`src/design/i2crts_pkg.sv`:
```
`default_nettype none

package i2crts_pkg;

    // store depth default, and fixed field widths
    localparam int BUF_DEPTH_DEF = 32;
    localparam int CNT_W         = 6;
    localparam int IDX_W         = 5;

    // command codes
    localparam logic [2:0] CMD_START_RD = 3'd0;
    localparam logic [2:0] CMD_START_WR = 3'd1;
    localparam logic [2:0] CMD_LOAD_TX  = 3'd2;
    localparam logic [2:0] CMD_TX_READY = 3'd3;
    localparam logic [2:0] CMD_RX_BYTE  = 3'd4;
    localparam logic [2:0] CMD_READ_BK  = 3'd5;

    // sequencer modes
    localparam logic [2:0] MODE_IDLE      = 3'd0;
    localparam logic [2:0] MODE_SEND_REG  = 3'd1;
    localparam logic [2:0] MODE_SWITCH_RX = 3'd2;
    localparam logic [2:0] MODE_SEND_DATA = 3'd3;
    localparam logic [2:0] MODE_RECV_DATA = 3'd4;

    typedef struct packed {
        logic [2:0]       cmd;
        logic [6:0]       dev_address;
        logic [7:0]       register_address;
        logic [CNT_W-1:0] byte_count;
        logic [IDX_W-1:0] buffer_index;
        logic [7:0]       data_byte;
    } seq_in_t;

    typedef struct packed {
        logic       send_start;
        logic       receive_direction;
        logic [6:0] target_address;
        logic       send_stop;
        logic       tx_valid;
        logic [7:0] tx_data;
        logic       transfer_done;
        logic [2:0] mode;
        logic [7:0] read_data;
    } seq_out_t;

endpackage

`default_nettype wire

```
`src/design/i2c_register_transaction_sequencer.sv`:
```
// Latency: a result item is valid in the cycle after its input item is accepted.
// Throughput: one item per cycle; s_ready = !m_valid || m_ready.
// The result register and the registered read port of the two byte stores load on the same accept.
// Reset (aresetn low, synchronous): mode idle, latched addresses, counts and
// positions zero, output empty; store contents stay undefined until written.
`default_nettype none

module i2c_register_transaction_sequencer
    import i2crts_pkg::*;
#(
    parameter int BUF_DEPTH = BUF_DEPTH_DEF
) (
    input  wire logic    aclk,
    input  wire logic    aresetn,
    input  wire logic    s_valid,
    output logic         s_ready,
    input  wire seq_in_t s_item,
    output logic         m_valid,
    input  wire logic    m_ready,
    output seq_out_t     m_item
);

    localparam int AW = (BUF_DEPTH > 1) ? $clog2(BUF_DEPTH) : 1;
    localparam int PW = $clog2(BUF_DEPTH + 1);
    localparam logic [PW-1:0]    DEPTH_P = PW'(BUF_DEPTH);
    localparam logic [8:0]       DEPTH_9 = 9'(BUF_DEPTH);
    localparam logic [CNT_W-1:0] CNT_ONE = CNT_W'(1);
    localparam logic [PW-1:0]    POS_ONE = PW'(1);

    // sequencer state
    logic [2:0]       mode_reg, mode_next;
    logic [7:0]       lreg_reg, lreg_next;
    logic [6:0]       ldev_reg, ldev_next;
    logic [CNT_W-1:0] rx_rem_reg, rx_rem_next;
    logic [CNT_W-1:0] tx_rem_reg, tx_rem_next;
    logic [PW-1:0]    rx_pos_reg, rx_pos_next;
    logic [PW-1:0]    tx_pos_reg, tx_pos_next;

    // output register
    logic       out_vld_reg;
    seq_out_t   res_reg, res_next;
    logic       tx_mem_reg, tx_mem_next;
    logic       rd_mem_reg, rd_mem_next;

    // store controls
    logic            txs_we, txs_re, rxs_we, rxs_re;
    logic [AW-1:0]   txs_waddr, txs_raddr, rxs_waddr, rxs_raddr;
    logic [7:0]      txs_rdata, rxs_rdata;

    logic            accept;
    logic [CNT_W-1:0] clamped;
    logic            idx_ok;
    logic [CNT_W-1:0] rx_dec;

    assign s_ready = !out_vld_reg || m_ready;
    assign accept  = s_valid && s_ready;
    assign m_valid = out_vld_reg;

    assign clamped = ({3'b000, s_item.byte_count} > DEPTH_9) ? CNT_W'(DEPTH_9)
                                                              : s_item.byte_count;
    assign idx_ok  = ({4'b0000, s_item.buffer_index} < DEPTH_9);
    assign rx_dec  = (rx_rem_reg != '0) ? rx_rem_reg - CNT_ONE : rx_rem_reg;

    // command decode and state update
    always_comb begin
        mode_next   = mode_reg;
        lreg_next   = lreg_reg;
        ldev_next   = ldev_reg;
        rx_rem_next = rx_rem_reg;
        tx_rem_next = tx_rem_reg;
        rx_pos_next = rx_pos_reg;
        tx_pos_next = tx_pos_reg;
        res_next    = '0;
        tx_mem_next = 1'b0;
        rd_mem_next = 1'b0;
        txs_we      = 1'b0;
        txs_re      = 1'b0;
        rxs_we      = 1'b0;
        rxs_re      = 1'b0;
        txs_waddr   = AW'(s_item.buffer_index);
        txs_raddr   = AW'(tx_pos_reg);
        rxs_waddr   = AW'(rx_pos_reg);
        rxs_raddr   = AW'(s_item.buffer_index);

        unique case (s_item.cmd)
            CMD_START_RD, CMD_START_WR: begin
                ldev_next   = s_item.dev_address;
                lreg_next   = s_item.register_address;
                rx_rem_next = (s_item.cmd == CMD_START_RD) ? clamped : '0;
                tx_rem_next = (s_item.cmd == CMD_START_WR) ? clamped : '0;
                rx_pos_next = '0;
                tx_pos_next = '0;
                mode_next   = MODE_SEND_REG;
                res_next.send_start     = 1'b1;
                res_next.target_address = s_item.dev_address;
            end
            CMD_LOAD_TX: begin
                txs_we = accept && idx_ok;
            end
            CMD_TX_READY: begin
                if (mode_reg == MODE_SEND_REG) begin
                    res_next.tx_valid = 1'b1;
                    res_next.tx_data  = lreg_reg;
                    mode_next = (rx_rem_reg != '0) ? MODE_SWITCH_RX : MODE_SEND_DATA;
                end else if (mode_reg == MODE_SWITCH_RX) begin
                    mode_next = MODE_RECV_DATA;
                    res_next.send_start        = 1'b1;
                    res_next.receive_direction = 1'b1;
                    res_next.target_address    = ldev_reg;
                    res_next.send_stop         = (rx_rem_reg == CNT_ONE);
                end else if (mode_reg == MODE_SEND_DATA) begin
                    if (tx_rem_reg != '0 && tx_pos_reg < DEPTH_P) begin
                        // byte comes from the transmit store next cycle
                        res_next.tx_valid = 1'b1;
                        tx_mem_next       = 1'b1;
                        txs_re            = accept;
                        tx_pos_next       = tx_pos_reg + POS_ONE;
                        tx_rem_next       = tx_rem_reg - CNT_ONE;
                    end else begin
                        res_next.send_stop     = 1'b1;
                        res_next.transfer_done = 1'b1;
                        mode_next              = MODE_IDLE;
                    end
                end
            end
            CMD_RX_BYTE: begin
                if (mode_reg == MODE_RECV_DATA) begin
                    if (rx_rem_reg != '0 && rx_pos_reg < DEPTH_P) begin
                        rxs_we      = accept;
                        rx_pos_next = rx_pos_reg + POS_ONE;
                    end
                    rx_rem_next = rx_dec;
                    if (rx_dec == CNT_ONE) begin
                        res_next.send_stop = 1'b1;
                    end else if (rx_dec == '0) begin
                        res_next.transfer_done = 1'b1;
                        mode_next              = MODE_IDLE;
                    end
                end
            end
            CMD_READ_BK: begin
                rd_mem_next = idx_ok;
                rxs_re      = accept && idx_ok;
            end
            default: begin
            end
        endcase

        res_next.mode = mode_next;
    end

    // state and output registers
    always_ff @(posedge aclk) begin
        if (!aresetn) begin
            mode_reg    <= MODE_IDLE;
            lreg_reg    <= '0;
            ldev_reg    <= '0;
            rx_rem_reg  <= '0;
            tx_rem_reg  <= '0;
            rx_pos_reg  <= '0;
            tx_pos_reg  <= '0;
            out_vld_reg <= 1'b0;
        end else begin
            if (accept) begin
                mode_reg   <= mode_next;
                lreg_reg   <= lreg_next;
                ldev_reg   <= ldev_next;
                rx_rem_reg <= rx_rem_next;
                tx_rem_reg <= tx_rem_next;
                rx_pos_reg <= rx_pos_next;
                tx_pos_reg <= tx_pos_next;
            end
            if (s_ready) begin
                out_vld_reg <= s_valid;
            end
        end
    end

    always_ff @(posedge aclk) begin
        if (accept) begin
            res_reg    <= res_next;
            tx_mem_reg <= tx_mem_next;
            rd_mem_reg <= rd_mem_next;
        end
    end

    // stores; read data holds while the result waits
    i2crts_ram #(.WIDTH(8), .DEPTH(BUF_DEPTH)) u_tx_store (
        .aclk    (aclk),
        .wr_en   (txs_we),
        .wr_addr (txs_waddr),
        .wr_data (s_item.data_byte),
        .rd_en   (txs_re),
        .rd_addr (txs_raddr),
        .rd_data (txs_rdata)
    );

    i2crts_ram #(.WIDTH(8), .DEPTH(BUF_DEPTH)) u_rx_store (
        .aclk    (aclk),
        .wr_en   (rxs_we),
        .wr_addr (rxs_waddr),
        .wr_data (s_item.data_byte),
        .rd_en   (rxs_re),
        .rd_addr (rxs_raddr),
        .rd_data (rxs_rdata)
    );

    // result assembly
    always_comb begin
        m_item           = res_reg;
        m_item.tx_data   = tx_mem_reg ? txs_rdata : res_reg.tx_data;
        m_item.read_data = rd_mem_reg ? rxs_rdata : 8'h00;
    end

    // checks
    a_done_idle: assert property (@(posedge aclk) disable iff (!aresetn)
        m_valid && m_item.transfer_done |-> m_item.mode == MODE_IDLE)
        else $error("transfer_done without idle mode");

    a_start_mode: assert property (@(posedge aclk) disable iff (!aresetn)
        accept && (s_item.cmd == CMD_START_RD || s_item.cmd == CMD_START_WR)
        |=> mode_reg == MODE_SEND_REG)
        else $error("start did not enter send register mode");

    a_pos_bound: assert property (@(posedge aclk) disable iff (!aresetn)
        rx_pos_reg <= DEPTH_P && tx_pos_reg <= DEPTH_P)
        else $error("store position past depth");

    a_one_action: assert property (@(posedge aclk) disable iff (!aresetn)
        m_valid |-> !(m_item.tx_valid && m_item.send_start))
        else $error("start and byte in one result");

    a_mem_sel: assert property (@(posedge aclk) disable iff (!aresetn)
        m_valid |-> !(tx_mem_reg && rd_mem_reg))
        else $error("both stores selected for one result");

endmodule

`default_nettype wire

```
`src/design/i2crts_ram.sv`:
```
`default_nettype none

module i2crts_ram #(
    parameter int WIDTH = 8,
    parameter int DEPTH = 32
) (
    input  wire logic                     aclk,
    input  wire logic                     wr_en,
    input  wire logic [$clog2(DEPTH)-1:0] wr_addr,
    input  wire logic [WIDTH-1:0]         wr_data,
    input  wire logic                     rd_en,
    input  wire logic [$clog2(DEPTH)-1:0] rd_addr,
    output logic      [WIDTH-1:0]         rd_data
);

    logic [WIDTH-1:0] mem [DEPTH];

    // one write port, one registered read port
    always_ff @(posedge aclk) begin
        if (wr_en) begin
            mem[wr_addr] <= wr_data;
        end
        if (rd_en) begin
            rd_data <= mem[rd_addr];
        end
    end

endmodule

`default_nettype wire
```
`config.mk`:
```
export PLATFORM = sky130hd
export DESIGN_NAME = i2c_register_transaction_sequencer
export DESIGN_NICKNAME = d
export VERILOG_FILES = /design/src/design/i2crts_pkg.sv /design/src/design/i2c_register_transaction_sequencer.sv /design/src/design/i2crts_ram.sv
export SDC_FILE = /design/constraint.sdc
export NUM_CORES = 1
export LEC_CHECK = 0
export BUFFER_PORTS_ARGS = -buffer_cell sky130_fd_sc_hd__buf_2
export CAP_MARGIN = 20
export CORE_MARGIN = 1
export CORE_UTILIZATION = 45
export CTS_CLUSTER_SIZE = 16
export DETAILED_ROUTE_END_ITERATION = 16
export PLACE_DENSITY = 0.58
export SETUP_SLACK_MARGIN = 0.02
export SYNTH_ARGS = -nofsm -noshare
export SYNTH_HDL_FRONTEND = slang
export SYNTH_SLANG_ARGS = --single-unit
export TNS_END_PERCENT = 5
```
`constraint.sdc`:
```
create_clock -name aclk -period 4.2 [get_ports aclk]
set_clock_uncertainty 0.1 [all_clocks]
set_input_delay 0 -clock aclk [delete_from_list [all_inputs] [get_ports aclk]]
set_output_delay 0 -clock aclk [all_outputs]
set_load 0.1 [all_outputs]
```
# == After elaboration in Yosys (flattened, before gate mapping) ==
# Memories as Yosys holds them, arrays and structs flattened. A register that Yosys moved wholly into a read port is not among the register bits.
# Cells that the tools add are included.
# word_totals
regBits,68
ramBits,512
input_bits,41
out_inout_bits,33
word_cells,130
mem_count,2
# memory_table
name,depth,word_bits,read_ports,rd_clocked_by_memory_dff,wr,line,text
u_rx_store.mem,32,8,1,1,1,i2crts_ram.sv:16,logic [WIDTH-1:0] mem [DEPTH];
u_tx_store.mem,32,8,1,1,1,i2crts_ram.sv:16,
# classes
n_addsub,4
magnitude_cmp,3
eq_ne,17
mux,65
bitwise,2
n_reduce_logical,19
# op_table
cell,count
$mux W6,15
$pmux W6 S2,4
$mux W1,29
$mux W3,7
$mux W8,2
$pmux W7 S2,1
$add A6 B1 Y6 const B,2
$eq A3 B2 Y1 const B,4
$eq A6 B1 Y1 const B,2
$lt A6 B6 Y1 const B,2
$ne A2 B2 Y1 const B,6
$reduce_bool A6 Y1,2
$sub A6 B1 Y6 const B,2
$mux W10,1
$eq A3 B3 Y1 const B,3
$mux W9,1
$pmux W3 S3,1
$eq A3 B1 Y1 const B,2
$gt A6 B6 Y1 const B,1
$logic_not A6 Y1,1
$pmux W1 S2,3
$reduce_and A6 Y1,1
$reduce_and A2 Y1,2
$reduce_and A4 Y1,1
other kinds (10),15

# == Logic depth before layout (Yosys ltp) ==
# Gate-level depths: netlist (run 1).
# logic_depth
ltp_word,8
depth_mapped,9
depth_no_buf,7

# == Modules after synthesis ==
# Synthesis (run 1) repeated with hierarchy kept, for this count alone.
# hier_totals
hier_cells,1231
hier_area_um2,23865.4
# modules_own_cells
mod,instances,cells_per_inst,area_per_inst_um2,seq_area_each_um2
i2crts_ram,2,417,10133.5,7927.6
i2c_register_transaction_sequencer,1,397,3598.5,1611.5

# == Least setup slack after synthesis (run 1) ==
# OpenSTA, ideal clock, no wires.
# synth_timing
kind,flip-flop to flip-flop
start,"register out_vld_reg, in the netlist m_valid"
end,memory u_tx_store.mem[12][0] (enable)
setup_ns,0.370
arrival_ns,3.172
required_time_ns,3.730
setup_slack_ns,0.558
path_stages_with_launch,10
path_buffers,2
synth_period_minus_slack_ns,3.642
cell_sequence,dfxtp_1 nor2b_1 inv_2 nand2_1 inv_2 and3_1 clkbuf_1 or3b_1 clkbuf_1 nor2_1
# synth_between
elab_chain_cells,6
# synth_rtl
element,line,text
from (decl),i2c_register_transaction_sequencer.sv:40,logic out_vld_reg;
from (signal assigned),i2c_register_transaction_sequencer.sv:174,out_vld_reg <= s_valid;
$logic_not A1 Y1,i2c_register_transaction_sequencer.sv:55,assign s_ready = !out_vld_reg || m_ready;
$logic_or A1 B1 Y1,i2c_register_transaction_sequencer.sv:55,
named net s_ready,i2c_register_transaction_sequencer.sv:16,"output logic s_ready,"
$logic_and A1 B1 Y1,i2c_register_transaction_sequencer.sv:56,assign accept = s_valid && s_ready;
named net accept,i2c_register_transaction_sequencer.sv:50,logic accept;
$mux W1,i2c_register_transaction_sequencer.sv:85,unique case (s_item.cmd)
$mux W1,i2crts_ram.sv:20,if (wr_en) begin
$mux W1 (implied by the code),i2crts_ram.sv:21,mem[wr_addr] <= wr_data;
to (decl),i2crts_ram.sv:16,
# The timed path passes the listed nets, and every way through them passes these cells.

# == Worst setup path after layout (run 1) ==
# layout_timing
start,register rx_rem_reg[0]
end,memory u_rx_store.mem[29][5] (enable)
# layout_between
elab_chain_cells,7
# layout_rtl
element,line,text
from (decl),i2c_register_transaction_sequencer.sv:34,"logic [CNT_W-1:0] rx_rem_reg, rx_rem_next;"
from (signal assigned),i2c_register_transaction_sequencer.sv:168,rx_rem_reg <= rx_rem_next;
$reduce_bool A6 Y1,i2c_register_transaction_sequencer.sv:128,if (rx_rem_reg != '0 && rx_pos_reg < DEPTH_P) begin
$logic_and A1 B1 Y1,i2c_register_transaction_sequencer.sv:128,
$mux W1,i2c_register_transaction_sequencer.sv:128,
$mux W1,i2c_register_transaction_sequencer.sv:127,if (mode_reg == MODE_RECV_DATA) begin
$mux W1,i2c_register_transaction_sequencer.sv:85,
$mux W1,i2crts_ram.sv:20,
$mux W1 (implied by the code),i2crts_ram.sv:21,
to (decl),i2crts_ram.sv:16,
# No other way between the ends.

==> results of run 1 <==
==> worst paths after layout <==
| kind | from | endpoint | slack [ps] |
|---|---|---|---|
| max | rx_rem_reg[0]$_SDFFE_PN0P_ | u_rx_store.mem[29][5]$_DFFE_PP_ | 890 |
| min | s_item[3] | u_rx_store.mem[31][3]$_DFFE_PP_ | 20 |
| max reg2reg | rx_rem_reg[0]$_SDFFE_PN0P_ | u_rx_store.mem[29][5]$_DFFE_PP_ | 890 |
| min reg2reg | lreg_reg[0]$_SDFFE_PN0P_ | lreg_reg[0]$_SDFFE_PN0P_ | 350 |
==> layer usage <==
layer,wire (um),global-route usage (%),vias to the layer above
li1,-,-,5385
met1,23900,30.0,6494
met2,26200,32.8,440
met3,3590,3.63,73
met4,1100,5.80,0
met5,0,0,-
==> through the flow <==
stage                     cell area, um^2  instances
after floorplan                     23800       1272
after global placement              24800       1965
after detailed placement            24800       1966
after CTS                           27200       2123
after global routing                27300       2126
final                               27300       2127
==> cell type report <==
| class | instances | area (um^2) | share of cell area [%] |
|---|---|---|---|
| Inverter | 19 | 71.3 | 0.262 |
| Clock inverter | 33 | 352 | 1.29 |
| Sequential cell | 596 | 17500 | 64.1 |
| Timing Repair Buffer | 148 | 1090 | 4.00 |
| Tap cell | 680 | 851 | 3.12 |
| Multi-Input combinational cell | 574 | 5830 | 21.4 |
| Antenna cell | 1 | 2.50 | 0.00918 |
| Clock buffer | 76 | 1580 | 5.80 |
==> layout by cell type, fill, tap and decap left out, types with 5 or more instances in the layout <==
| cell type | instances |
|---|---|
| sky130_fd_sc_hd__a21boi_1 | 5 |
| sky130_fd_sc_hd__a21oi_1 | 28 |
| sky130_fd_sc_hd__a22o_1 | 8 |
| sky130_fd_sc_hd__a22oi_1 | 33 |
| sky130_fd_sc_hd__a31oi_1 | 6 |
| sky130_fd_sc_hd__and2_1 | 17 |
| sky130_fd_sc_hd__buf_2 | 73 |
| sky130_fd_sc_hd__buf_4 | 23 |
| sky130_fd_sc_hd__bufinv_16 | 7 |
| sky130_fd_sc_hd__clkbuf_1 | 13 |
| sky130_fd_sc_hd__clkbuf_16 | 59 |
| sky130_fd_sc_hd__clkinv_1 | 11 |
| sky130_fd_sc_hd__clkinv_2 | 7 |
| sky130_fd_sc_hd__dfxtp_1 | 41 |
| sky130_fd_sc_hd__dlygate4sd3_1 | 48 |
| sky130_fd_sc_hd__edfxtp_1 | 553 |
| sky130_fd_sc_hd__ha_1 | 8 |
| sky130_fd_sc_hd__inv_1 | 16 |
| sky130_fd_sc_hd__mux2_2 | 16 |
| sky130_fd_sc_hd__mux4_2 | 144 |
| sky130_fd_sc_hd__nand2_1 | 60 |
| sky130_fd_sc_hd__nand3_1 | 13 |
| sky130_fd_sc_hd__nand3b_1 | 10 |
| sky130_fd_sc_hd__nand4_1 | 11 |
| sky130_fd_sc_hd__nor2_1 | 99 |
| sky130_fd_sc_hd__nor2b_1 | 7 |
| sky130_fd_sc_hd__nor3_1 | 6 |
| sky130_fd_sc_hd__nor3b_1 | 6 |
| sky130_fd_sc_hd__o21ai_0 | 7 |
| sky130_fd_sc_hd__o21ai_1 | 10 |
| sky130_fd_sc_hd__or3_1 | 6 |
| sky130_fd_sc_hd__xnor2_1 | 7 |
==> logic make-up (layout without fill, tap and decap cells) <==
kind of cell               Yosys count  in the layout
adders and majority gates            8              8
and+or+nand+nor                    264            264
DFF                                596            596
AOI/OAI and AO/OA                  131            131
xor gates and xnor gates             9              9
muxes                              162            162
other                                0              1
buffers and inverters              102            276
==> power by group through the flow <==
stage,clock network (W),logic [W],registers [W]
2_1_floorplan,0,0.000345,0.00665
3_3_place_gp,0,0.000548,0.00665
3_5_place_dp,0,0.000551,0.00665
4_1_cts,0.00537,0.000583,0.00653
5_1_grt,0.00558,0.000619,0.00653
6_report,0.00528,0.000580,0.00653
==> worst max-delay path, cell delays in order, from the launching register on <==
cell and delay (ps):
sky130_fd_sc_hd__dfxtp_1 450, sky130_fd_sc_hd__inv_1 120, sky130_fd_sc_hd__ha_1 250, sky130_fd_sc_hd__nand2b_1 220
sky130_fd_sc_hd__o21ai_1 160, sky130_fd_sc_hd__nor4_2 370, sky130_fd_sc_hd__nand2_1 520, sky130_fd_sc_hd__nor2_1 760
==> impl_summary.log, run 1 <==
[metrics] remaining antenna violation count: 0
[metrics] DIE AREA: 0.0538 mm^2
[metrics] fill cell total of the finished layout: 4059
[metrics] Syn Area/Cell: 18.7 um^2
[metrics] post-synthesis compound-gate area fraction: 3.80%
[metrics] top cell type's share of synthesized area: 69.8%
[metrics] number of buffers created by CTS: 58
[metrics] Final Max Slew Viols: 0
[metrics] number of distinct library cells after synthesis: 68
[metrics] die outline height: 232 um
[metrics] number of search-and-repair iterations in the first detailed-routing pass: 7
[metrics] via count: 12392
[metrics] initial standard-cell utilization of the core: 46.0%
[metrics] Avg Vias per Cell: 5.83
[metrics] count of buffers inserted at the top-level ports: 73
[metrics] vias in the first global route: 12463
[metrics] maximum clock rate: 302 MHz
[metrics] CP arrival: 3450 ps
[metrics] I/O pin total: 74
[metrics] area of the mapped netlist: 0.0238 mm^2
[metrics] multiplexer share of the synthesized area: 14.5%
[metrics] Max-slew headroom: 31.3%
[metrics] kind of capture point of the worst setup path: register
[metrics] number of enable flip-flop cells after synthesis: 553
[metrics] CP Data Required Time: 4340 ps
[metrics] total power divided by cell area: 454 mW/mm^2
[metrics] largest family of logic cells by synthesized area: multiplexers
[metrics] Clock Sink Count: 596
[metrics] cell with the most instances after synthesis: sky130_fd_sc_hd__edfxtp_1
[metrics] type of element launching the critical path: register
[metrics] internal power contribution: 0.00975 W
[metrics] CTS resizes: 0
[metrics] top cells by count, synth: sky130_fd_sc_hd__edfxtp_1 (553), sky130_fd_sc_hd__mux4_2 (144), sky130_fd_sc_hd__nor2_1 (99), sky130_fd_sc_hd__nand2_1 (60), sky130_fd_sc_hd__dfxtp_1 (43)
[metrics] part of the cycle the worst path needs: 78.9%
[metrics] post-synthesis register bit count: 596
[metrics] die span in x: 232 um
[metrics] GR Util All Layers: 20.8%
[metrics] unrepaired setup endpoints after global routing: false
[metrics] number of maximum-capacitance violations: 0
[metrics] leakage power: 8.56 nW
[metrics] relative area change from synthesis to final layout: 14.6%
[metrics] Final TNS setup: 0 ps
[metrics] clock latency of the later-clocked register in the worst-skew pair: 610 ps
[metrics] final wirelength: 54900 um
[metrics] WL/cell: 25.8 um
[metrics] wire length of the first global-routing pass: 81400 um
[metrics] worst supply voltage drop on vdd: 311 uV
[metrics] TritonCTS clock tree: done
[metrics] Finish-stage setup viols: 0
[metrics] final estimated routing congestion in global placement: 0.829
[metrics] grt ovf: 0
[metrics] HPWL reported at the end of detailed placement: 34600 um
[metrics] transition at the pin with the smallest max-transition slack: 1030 ps
[metrics] switching power of the nets: 0.00263 W
[metrics] Min-Delay Path Class: input pin to register
[metrics] switching portion of total power: 21.3%
[metrics] sequential power share: 52.7%
[metrics] Syn Inst Count: 1272
[metrics] final hold vios: 0
[metrics] clock transition at the registers of the reported paths: 70 ps
[metrics] part of the power in combinational logic: 4.7%
[metrics] share of flip-flops with an asynchronous set or reset after synthesis: 0%
[metrics] largest fanout on the critical path: 8
[metrics] CTS Buffer Depth: 3
[metrics] start-to-end type of the worst setup path: register to register
[metrics] worst slack at placement: 926 ps
[metrics] Adder-Cell Fraction of Synth Area: 0.421%
[metrics] post-layout worst setup margin: 887 ps
[metrics] total DRC errors in the routed layout: 0
[metrics] WHS: 20.3 ps
[metrics] fraction of the yosys area taken by sequential cells: 73.4%
[metrics] yosys synthesis warning count: 0
[metrics] post-synthesis simple-gate area fraction: 5.50%
[metrics] pin count of the biggest net entering global routing: 68
[metrics] count of hold-fix buffers inserted at cts: 48
[metrics] number of antenna violations at the first check in global routing: 1
[metrics] number of core rows: 83
[metrics] proportion of power drawn by the clock network: 42.6%
[metrics] DRC violation total after the first TritonRoute iteration: 1245
[metrics] area leader, netlist: sky130_fd_sc_hd__edfxtp_1
[metrics] final net count: 1446
[metrics] xor/xnor share of the synthesized area: 0.331%
[metrics] fraction of final layout cells sized beyond drive strength 1: 25.0%
[metrics] Top FF cell, synth: sky130_fd_sc_hd__edfxtp_1
[metrics] clock root buffer: sky130_fd_sc_hd__clkbuf_16
[metrics] top area cells in the synthesized netlist: sky130_fd_sc_hd__edfxtp_1 (70%), sky130_fd_sc_hd__mux4_2 (14%), sky130_fd_sc_hd__dfxtp_1 (3.6%)
[metrics] count of cells along the worst register-to-register path: 7
[metrics] status: completed
[metrics] Power Total: 0.0124 W
[metrics] CTS H-Tree Depth: 2
[metrics] total core area: 0.0517 mm^2
[metrics] share of the core filled with cells: 52.7%
[metrics] post-synth net total: 1321
[metrics] count of cells along the worst hold path: 1
[metrics] min cycle time layout: 3310 ps
[metrics] Post-CTS Setup Repair Bufs: 0
No activity file was read; power rests on OpenSTA's default activity.
==> run 2: changes to the inputs <==
--- a/config.mk
+++ b/config.mk
@@ -11,7 +11,7 @@
 export CORE_UTILIZATION = 45
 export CTS_CLUSTER_SIZE = 16
 export DETAILED_ROUTE_END_ITERATION = 16
-export PLACE_DENSITY = 0.58
+export PLACE_DENSITY = 0.6
 export SETUP_SLACK_MARGIN = 0.02
 export SYNTH_ARGS = -nofsm -noshare
 export SYNTH_HDL_FRONTEND = slang
==> constraint.sdc (replaced) <==
create_clock -name aclk -period 2.9 [get_ports aclk]
set_clock_uncertainty 0.1 [all_clocks]
set_input_delay 0 -clock aclk [delete_from_list [all_inputs] [get_ports aclk]]
set_output_delay 0 -clock aclk [all_outputs]
set_load 0.1 [all_outputs]
==> impl_summary.log, run 2 (synthesis gave the netlist of run 1 again) <==
[metrics] Power Total: 0.0179 W
[metrics] WL/cell: 25.5 um
[metrics] count of buffers inserted at the top-level ports: 73
[metrics] Clock Sink Count: 596
[metrics] final estimated routing congestion in global placement: 0.868
[metrics] worst supply voltage drop on vdd: 456 uV
[metrics] combined area of the multi-input logic cells: 0.00589 mm^2
[metrics] Avg Vias per Cell: 5.83
[metrics] launch instance of the worst register-to-register path: m_valid$_SDFFE_PN0N_
[metrics] most common library cell in the layout ignoring fill and taps: sky130_fd_sc_hd__edfxtp_1
[metrics] clock root buffer: sky130_fd_sc_hd__clkbuf_16
[metrics] vias in the first global route: 12915
[metrics] die span in x: 232 um
[metrics] clock transition at the registers of the reported paths: 70 ps
[metrics] relative area change from synthesis to final layout: 17.2%
[metrics] worst reg-to-reg setup slack: 120 ps
[metrics] wire length of the first global-routing pass: 83200 um
[metrics] number of buffers created by CTS: 58
[metrics] end point of the most critical hold path: u_tx_store.mem[27][5]$_DFFE_PP_
[metrics] pin count of the biggest net entering global routing: 68
[metrics] min cycle time layout: 2780 ps
[metrics] fraction of final layout cells sized beyond drive strength 1: 28.9%
[metrics] ant diodes: 0
[metrics] remaining antenna violation count: 0
[metrics] CP arrival: 2920 ps
[metrics] total DRC errors in the routed layout: 0
[metrics] count of cells along the worst register-to-register path: 8
[metrics] CTS Buffer Depth: 3
[metrics] GR Util All Layers: 21.2%
[metrics] count of cells along the worst hold path: 2
[metrics] die outline height: 232 um
[metrics] part of the cycle the worst path needs: 96.0%
[metrics] number of search-and-repair iterations in the first detailed-routing pass: 5
[metrics] number of antenna violations at the first check in global routing: 2
[metrics] total power divided by cell area: 642 mW/mm^2
[metrics] largest fanout on the critical path: 8
[metrics] initial standard-cell utilization of the core: 46.0%
[metrics] number of maximum-capacitance violations: 0
[metrics] Finish-stage setup viols: 0
[metrics] final hold vios: 0
[metrics] transition at the pin with the smallest max-transition slack: 1100 ps
[metrics] final net count: 1513
[metrics] CP Data Required Time: 3040 ps
[metrics] grt ovf: 0
[metrics] unrepaired setup endpoints after global routing: true
[metrics] Max-slew headroom: 26.3%
[metrics] start-to-end type of the worst setup path: register to register
[metrics] flip-flop and latch area: 0.0175 mm^2
[metrics] type of element launching the critical path: register
[metrics] via count: 12789
[metrics] Final TNS setup: 0 ps
[metrics] number of core rows: 83
[metrics] Final Max Slew Viols: 0
[metrics] end of the worst register-to-register path: u_tx_store.mem[1][4]$_DFFE_PP_
[metrics] leakage power: 8.93 nW
[metrics] CTS H-Tree Depth: 2
[metrics] fill cell total of the finished layout: 4027
[metrics] I/O pin total: 74
[metrics] maximum clock rate: 359 MHz
[metrics] total core area: 0.0517 mm^2
[metrics] WHS: 21.8 ps
[metrics] DRC violation total after the first TritonRoute iteration: 1234
[metrics] clock latency of the later-clocked register in the worst-skew pair: 620 ps
[metrics] TritonCTS clock tree: done
[metrics] share of the core filled with cells: 53.9%
[metrics] Post-CTS Setup Repair Bufs: 0
[metrics] Min-Delay Path Class: input pin to register
[metrics] status: completed
[metrics] hold_sp: s_item[5]
[metrics] HPWL reported at the end of detailed placement: 35700 um
[metrics] launching element of the worst setup path: m_valid$_SDFFE_PN0N_
[metrics] most frequent cells in the layout: sky130_fd_sc_hd__edfxtp_1 (553), sky130_fd_sc_hd__mux4_2 (144), sky130_fd_sc_hd__nor2_1 (91)
[metrics] kind of capture point of the worst setup path: register
[metrics] final wirelength: 55800 um
[metrics] DIE AREA: 0.0538 mm^2
-- run 2: what timing repair did --
action,4_1_cts,5_1_grt
endpoints found under the setup margin,0,16
hold endpoints to repair,289,0
hold buffers,52,0
resized for setup,0,1
-- run 2: power by group --
| group | switching, W | internal [W] | leakage, nW | total (W) |
|---|---|---|---|---|
| clock | 0.00321 | 0.00436 | 0.944 | 0.00757 |
| combinational | 0.000611 | 0.000269 | 2.64 | 0.000880 |
| sequential | 0.0000272 | 0.00942 | 5.35 | 0.00945 |
-- run 2: worst max path at each step --
stage / endpoint / slack (ps) / depth (start not counted)
final: u_tx_store.mem[1][4]$_DFFE_PP_ / 120 / 8
after global routing: u_rx_store.mem[2][4]$_DFFE_PP_ / 4 / 9
after CTS: rx_rem_reg[2]$_SDFFE_PN0P_ / 110 / 6
after detailed placement: u_tx_store.mem[1][5]$_DFFE_PP_ / 110 / 8
after global placement: u_tx_store.mem[1][1]$_DFFE_PP_ / 170 / 8
after floorplan: u_tx_store.mem[28][0]$_DFFE_PP_ / 50 / 9
-- run 2: area by class of cell --
| cell class | instances | share of cell area [%] |
|---|---|---|
| Sequential cell | 596 | 62.7 |
| Inverter | 19 | 0.323 |
| Tap cell | 680 | 3.05 |
| Timing Repair Buffer | 215 | 5.92 |
| Clock buffer | 81 | 5.97 |
| Multi-Input combinational cell | 574 | 21.1 |
| Clock inverter | 28 | 0.889 |
-- run 2: routing by layer --
layer	up-vias	share of wire (%)	global-route usage (%)
met3	91	6.4	3.93
met4	0	2.1	5.32
met5	-	0	0
li1	5520	-	-
met1	6723	43	30.2
met2	455	48	33.8
-- run 2: metrics by stage --
step                      area, um^2  instances  setup slack [ps]
after floorplan                23900       1272              51.3
after global placement         25400       2032               170
after detailed placement       25400       2032               106
after CTS                      27900       2193               113
after global routing           27900       2193              3.74
final                          27900       2193               116
-- run 2: worst max-delay path: stages, from the launching register on --
cell and delay [ps]:
sky130_fd_sc_hd__dfxtp_4 340, sky130_fd_sc_hd__nor2b_1 180, sky130_fd_sc_hd__bufinv_8 200, sky130_fd_sc_hd__nand2_1 110
sky130_fd_sc_hd__inv_6 70, sky130_fd_sc_hd__and3_1 250, sky130_fd_sc_hd__nand3b_1 150, sky130_fd_sc_hd__buf_12 180
sky130_fd_sc_hd__nor2_1 830
==> run 3: changes to the inputs <==
--- a/config.mk
+++ b/config.mk
@@ -7,13 +7,14 @@
 export LEC_CHECK = 0
 export BUFFER_PORTS_ARGS = -buffer_cell sky130_fd_sc_hd__buf_2
 export CAP_MARGIN = 20
-export CORE_MARGIN = 1
+export CORE_MARGIN = 5
 export CORE_UTILIZATION = 45
-export CTS_CLUSTER_SIZE = 16
+export CTS_CLUSTER_SIZE = 25
 export DETAILED_ROUTE_END_ITERATION = 16
 export PLACE_DENSITY = 0.6
 export SETUP_SLACK_MARGIN = 0.02
 export SYNTH_ARGS = -nofsm -noshare
 export SYNTH_HDL_FRONTEND = slang
+export SYNTH_HIERARCHICAL = 1
 export SYNTH_SLANG_ARGS = --single-unit
 export TNS_END_PERCENT = 5
==> impl_summary.log, run 3 <==
[metrics] HPWL reported at the end of detailed placement: 33700 um
[metrics] top cell type's share of synthesized area: 69.6%
[metrics] final wirelength: 52900 um
[metrics] DRC violation total after the first TritonRoute iteration: 1056
[metrics] clock root buffer: sky130_fd_sc_hd__clkbuf_16
[metrics] placed cell area: 0.0256 mm^2
[metrics] number of core rows: 84
[metrics] ant diodes: 0
[metrics] grt ovf: 0
[metrics] Post-CTS Setup Repair Bufs: 0
[metrics] finished layout cell area: 0.0282 mm^2
[metrics] area leader, netlist: sky130_fd_sc_hd__edfxtp_1
[metrics] count of cells along the worst register-to-register path: 8
[metrics] Finish-stage setup viols: 0
[metrics] series of cell instances along the critical path: inv_1 > ha_1 > nor3b_2 > a21o_1 > nor3_2 > nand3_1 > nor2_1 > buf_4
[metrics] end of the worst register-to-register path: u_rx_store/mem[31][5]$_DFFE_PP_
[metrics] slowest stage cell, crit path: sky130_fd_sc_hd__nand3_1
[metrics] Max-slew headroom: 45.2%
[metrics] number of antenna violations at the first check in global routing: 1
[metrics] CTS H-Tree Depth: 2
[metrics] CP top delay family: simple AND/OR/NAND/NOR gates
[metrics] share of flip-flops with an asynchronous set or reset after synthesis: 0%
[metrics] WL/cell: 24.2 um
[metrics] top area cells in the synthesized netlist: sky130_fd_sc_hd__edfxtp_1 (70%), sky130_fd_sc_hd__mux4_2 (15%), sky130_fd_sc_hd__dfxtp_1 (3.6%)
[metrics] part of the cycle the worst path needs: 95.1%
[metrics] Top FF cell, synth: sky130_fd_sc_hd__edfxtp_1
[metrics] start-to-end type of the worst setup path: register to register
[metrics] area of the mapped netlist: 0.0239 mm^2
[metrics] Avg Vias per Cell: 5.58
[metrics] top cells by count, synth: sky130_fd_sc_hd__edfxtp_1 (553), sky130_fd_sc_hd__mux4_2 (160), sky130_fd_sc_hd__nor2_1 (99), sky130_fd_sc_hd__nand2_1 (56), sky130_fd_sc_hd__dfxtp_1 (43)
[metrics] launching element of the worst setup path: rx_rem_reg[0]$_SDFFE_PN0P_
[metrics] count of buffers inserted at the top-level ports: 73
[metrics] relative area change from synthesis to final layout: 18.0%
[metrics] worst reg-to-reg setup slack: 140 ps
[metrics] Final Max Slew Viols: 0
[metrics] Clock Sink Count: 596
[metrics] post-synthesis register bit count: 596
[metrics] via count: 12179
[metrics] die outline height: 240 um
[metrics] launch instance of the worst register-to-register path: rx_rem_reg[0]$_SDFFE_PN0P_
[metrics] leakage power: 9.12 nW
[metrics] cell with the most instances after synthesis: sky130_fd_sc_hd__edfxtp_1
[metrics] number of distinct library cells after synthesis: 65
[metrics] clock transition at the registers of the reported paths: 60 ps
[metrics] final estimated routing congestion in global placement: 0.851
[metrics] count of cells along the worst hold path: 4
[metrics] CP arrival: 2960 ps
[metrics] most frequent cells in the layout: sky130_fd_sc_hd__edfxtp_1 (553), sky130_fd_sc_hd__mux4_2 (160), sky130_fd_sc_hd__buf_4 (96)
[metrics] TritonCTS clock tree: done
[metrics] clock latency of the later-clocked register in the worst-skew pair: 610 ps
[metrics] DIE AREA: 0.0577 mm^2
[metrics] CTS Buffer Depth: 3
[metrics] total core area: 0.0526 mm^2
[metrics] number of logic stages on the critical path including buffering: 8
[metrics] CP bufs+invs: 2
[metrics] Critical Path Max Stage Delay: 500 ps
[metrics] number of search-and-repair iterations in the first detailed-routing pass: 5
[metrics] number of buffers created by CTS: 58
[metrics] pin count of the biggest net entering global routing: 69
[metrics] unrepaired setup endpoints after global routing: true
[metrics] final hold vios: 0
[metrics] I/O pin total: 74
[metrics] Syn Area/Cell: 19.4 um^2
[metrics] min cycle time layout: 2760 ps
[metrics] transition at the pin with the smallest max-transition slack: 822 ps
[metrics] wire length of the first global-routing pass: 80000 um
[metrics] number of enable flip-flop cells after synthesis: 553
[metrics] Syn Inst Count: 1231
[metrics] type of element launching the critical path: register
[metrics] kind of capture point of the worst setup path: register
[metrics] Final TNS setup: 0 ps
[metrics] post-synth net total: 1277
[metrics] CP Data Required Time: 3110 ps
[metrics] remaining antenna violation count: 0
[metrics] endpoint of the worst setup timing path: u_rx_store/mem[31][5]$_DFFE_PP_
[metrics] GR Util All Layers: 18.6%
[metrics] vias in the first global route: 12589
[metrics] worst supply voltage drop on vdd: 426 uV
[metrics] Min-Delay Path Class: input pin to register
[metrics] final net count: 1493
[metrics] number of maximum-capacitance violations: 0
[metrics] fraction of the yosys area taken by sequential cells: 73.2%
[metrics] die span in x: 240 um
[metrics] maximum clock rate: 363 MHz
[metrics] status: completed
[metrics] total power divided by cell area: 644 mW/mm^2
[metrics] initial standard-cell utilization of the core: 45.4%
[metrics] fraction of final layout cells sized beyond drive strength 1: 32.9%
[metrics] largest fanout on the critical path: 8
[metrics] yosys synthesis warning count: 6
[metrics] total DRC errors in the routed layout: 0
[metrics] fill cell total of the finished layout: 4035
[metrics] most common library cell in the layout ignoring fill and taps: sky130_fd_sc_hd__edfxtp_1
run 3: cell count changes after synthesis, sizes merged, moves of 10 or more:
cell | previous run | this run
a22oi | 33 | 2
mux4 | 144 | 160
clkbuf | 38 | 24
nand4 | 11 | 0
mux2 | 16 | 26
run 3: final cells by class:
| cell class | instances | area (um^2) | share of cell area [%] |
|---|---|---|---|
| Tap cell | 688 | 861 | 3.06 |
| Inverter | 19 | 80.1 | 0.284 |
| Clock buffer | 65 | 1500 | 5.32 |
| Sequential cell | 596 | 17500 | 62.0 |
| Timing Repair Buffer | 231 | 1800 | 6.40 |
| Clock inverter | 42 | 494 | 1.75 |
| Multi-Input combinational cell | 541 | 5960 | 21.2 |
run 3: cells by family (layout without fill, tap and decap cells):
logic type                 count (synthesis)  count (layout)  share of synthesized area, %
AOI/OAI and AO/OA                         96              96                          2.82
adders and majority gates                  5               5                         0.262
xor gates and xnor gates                   6               6                         0.220
muxes                                    189             189                          16.5
buffers and inverters                     94             357                          2.08
DFF                                      596             596                          73.2
and+or+nand+nor                          245             245                          4.98
run 3: through the flow:
stage               util (%)  instances  total power [W]  setup WS (ps)  hold slack, ps
finish                  53.6       2182           0.0181            143            89.6
global route            53.6       2182           0.0187          -9.04            94.5
CTS                     53.6       2181           0.0184           97.4            45.1
detailed placement      48.7       2020           0.0105           12.8             149
global placement        48.7       2020           0.0104           87.6             144
floorplan                  -       1231           0.0101          -37.8           -1.13
run 3: how the worst min path moves through the flow:
stage          startpoint                              to  slack (ps)
2_1_floorplan   s_item[0]  u_rx_store/mem[0][0]$_DFFE_PP_          -1
3_3_place_gp   s_item[25]        lreg_reg[6]$_SDFFE_PN0P_         140
3_5_place_dp   s_item[21]        lreg_reg[2]$_SDFFE_PN0P_         150
4_1_cts        s_item[24]        lreg_reg[5]$_SDFFE_PN0P_          50
5_1_grt        s_item[24]        lreg_reg[5]$_SDFFE_PN0P_          90
6_report       s_item[24]        lreg_reg[5]$_SDFFE_PN0P_          90
run 3: repair_timing:
| item | CTS | global route |
|---|---|---|
| hold buffers | 54 | 0 |
| pin swaps | 1 | 0 |
| resized for setup | 1 | 3 |
| hold endpoints to repair | 256 | 0 |
| endpoints found under the setup margin | 118 | 58 |
run 3: power by group:
part / total (W) / leakage (nW) / internal, W / switching, W
clock: 0.00783 / 0.972 / 0.00469 / 0.00314
combinational: 0.000869 / 2.81 / 0.000290 / 0.000580
sequential: 0.00944 / 5.35 / 0.00942 / 0.0000197
run 3: worst register-to-register path, cell delays in order (launching register included):
cell	delay (ps)
sky130_fd_sc_hd__dfxtp_1	430
sky130_fd_sc_hd__inv_1	110
sky130_fd_sc_hd__ha_1	240
sky130_fd_sc_hd__nor3b_2	200
sky130_fd_sc_hd__a21o_1	200
sky130_fd_sc_hd__nor3_2	230
sky130_fd_sc_hd__nand3_1	500
sky130_fd_sc_hd__nor2_1	250
sky130_fd_sc_hd__buf_4	210
run 3: routing by layer:
| layer | share of wire [%] | vias up | wire (um) | track usage (%) |
|---|---|---|---|---|
| met3 | 5.4 | 75 | 2850 | 2.95 |
| li1 | - | 5416 | - | - |
| met1 | 43 | 6338 | 23000 | 26.4 |
| met2 | 49 | 348 | 25900 | 30.4 |
| met5 | 0.025 | - | 13 | 0 |
| met4 | 2.2 | 2 | 1150 | 5.04 |
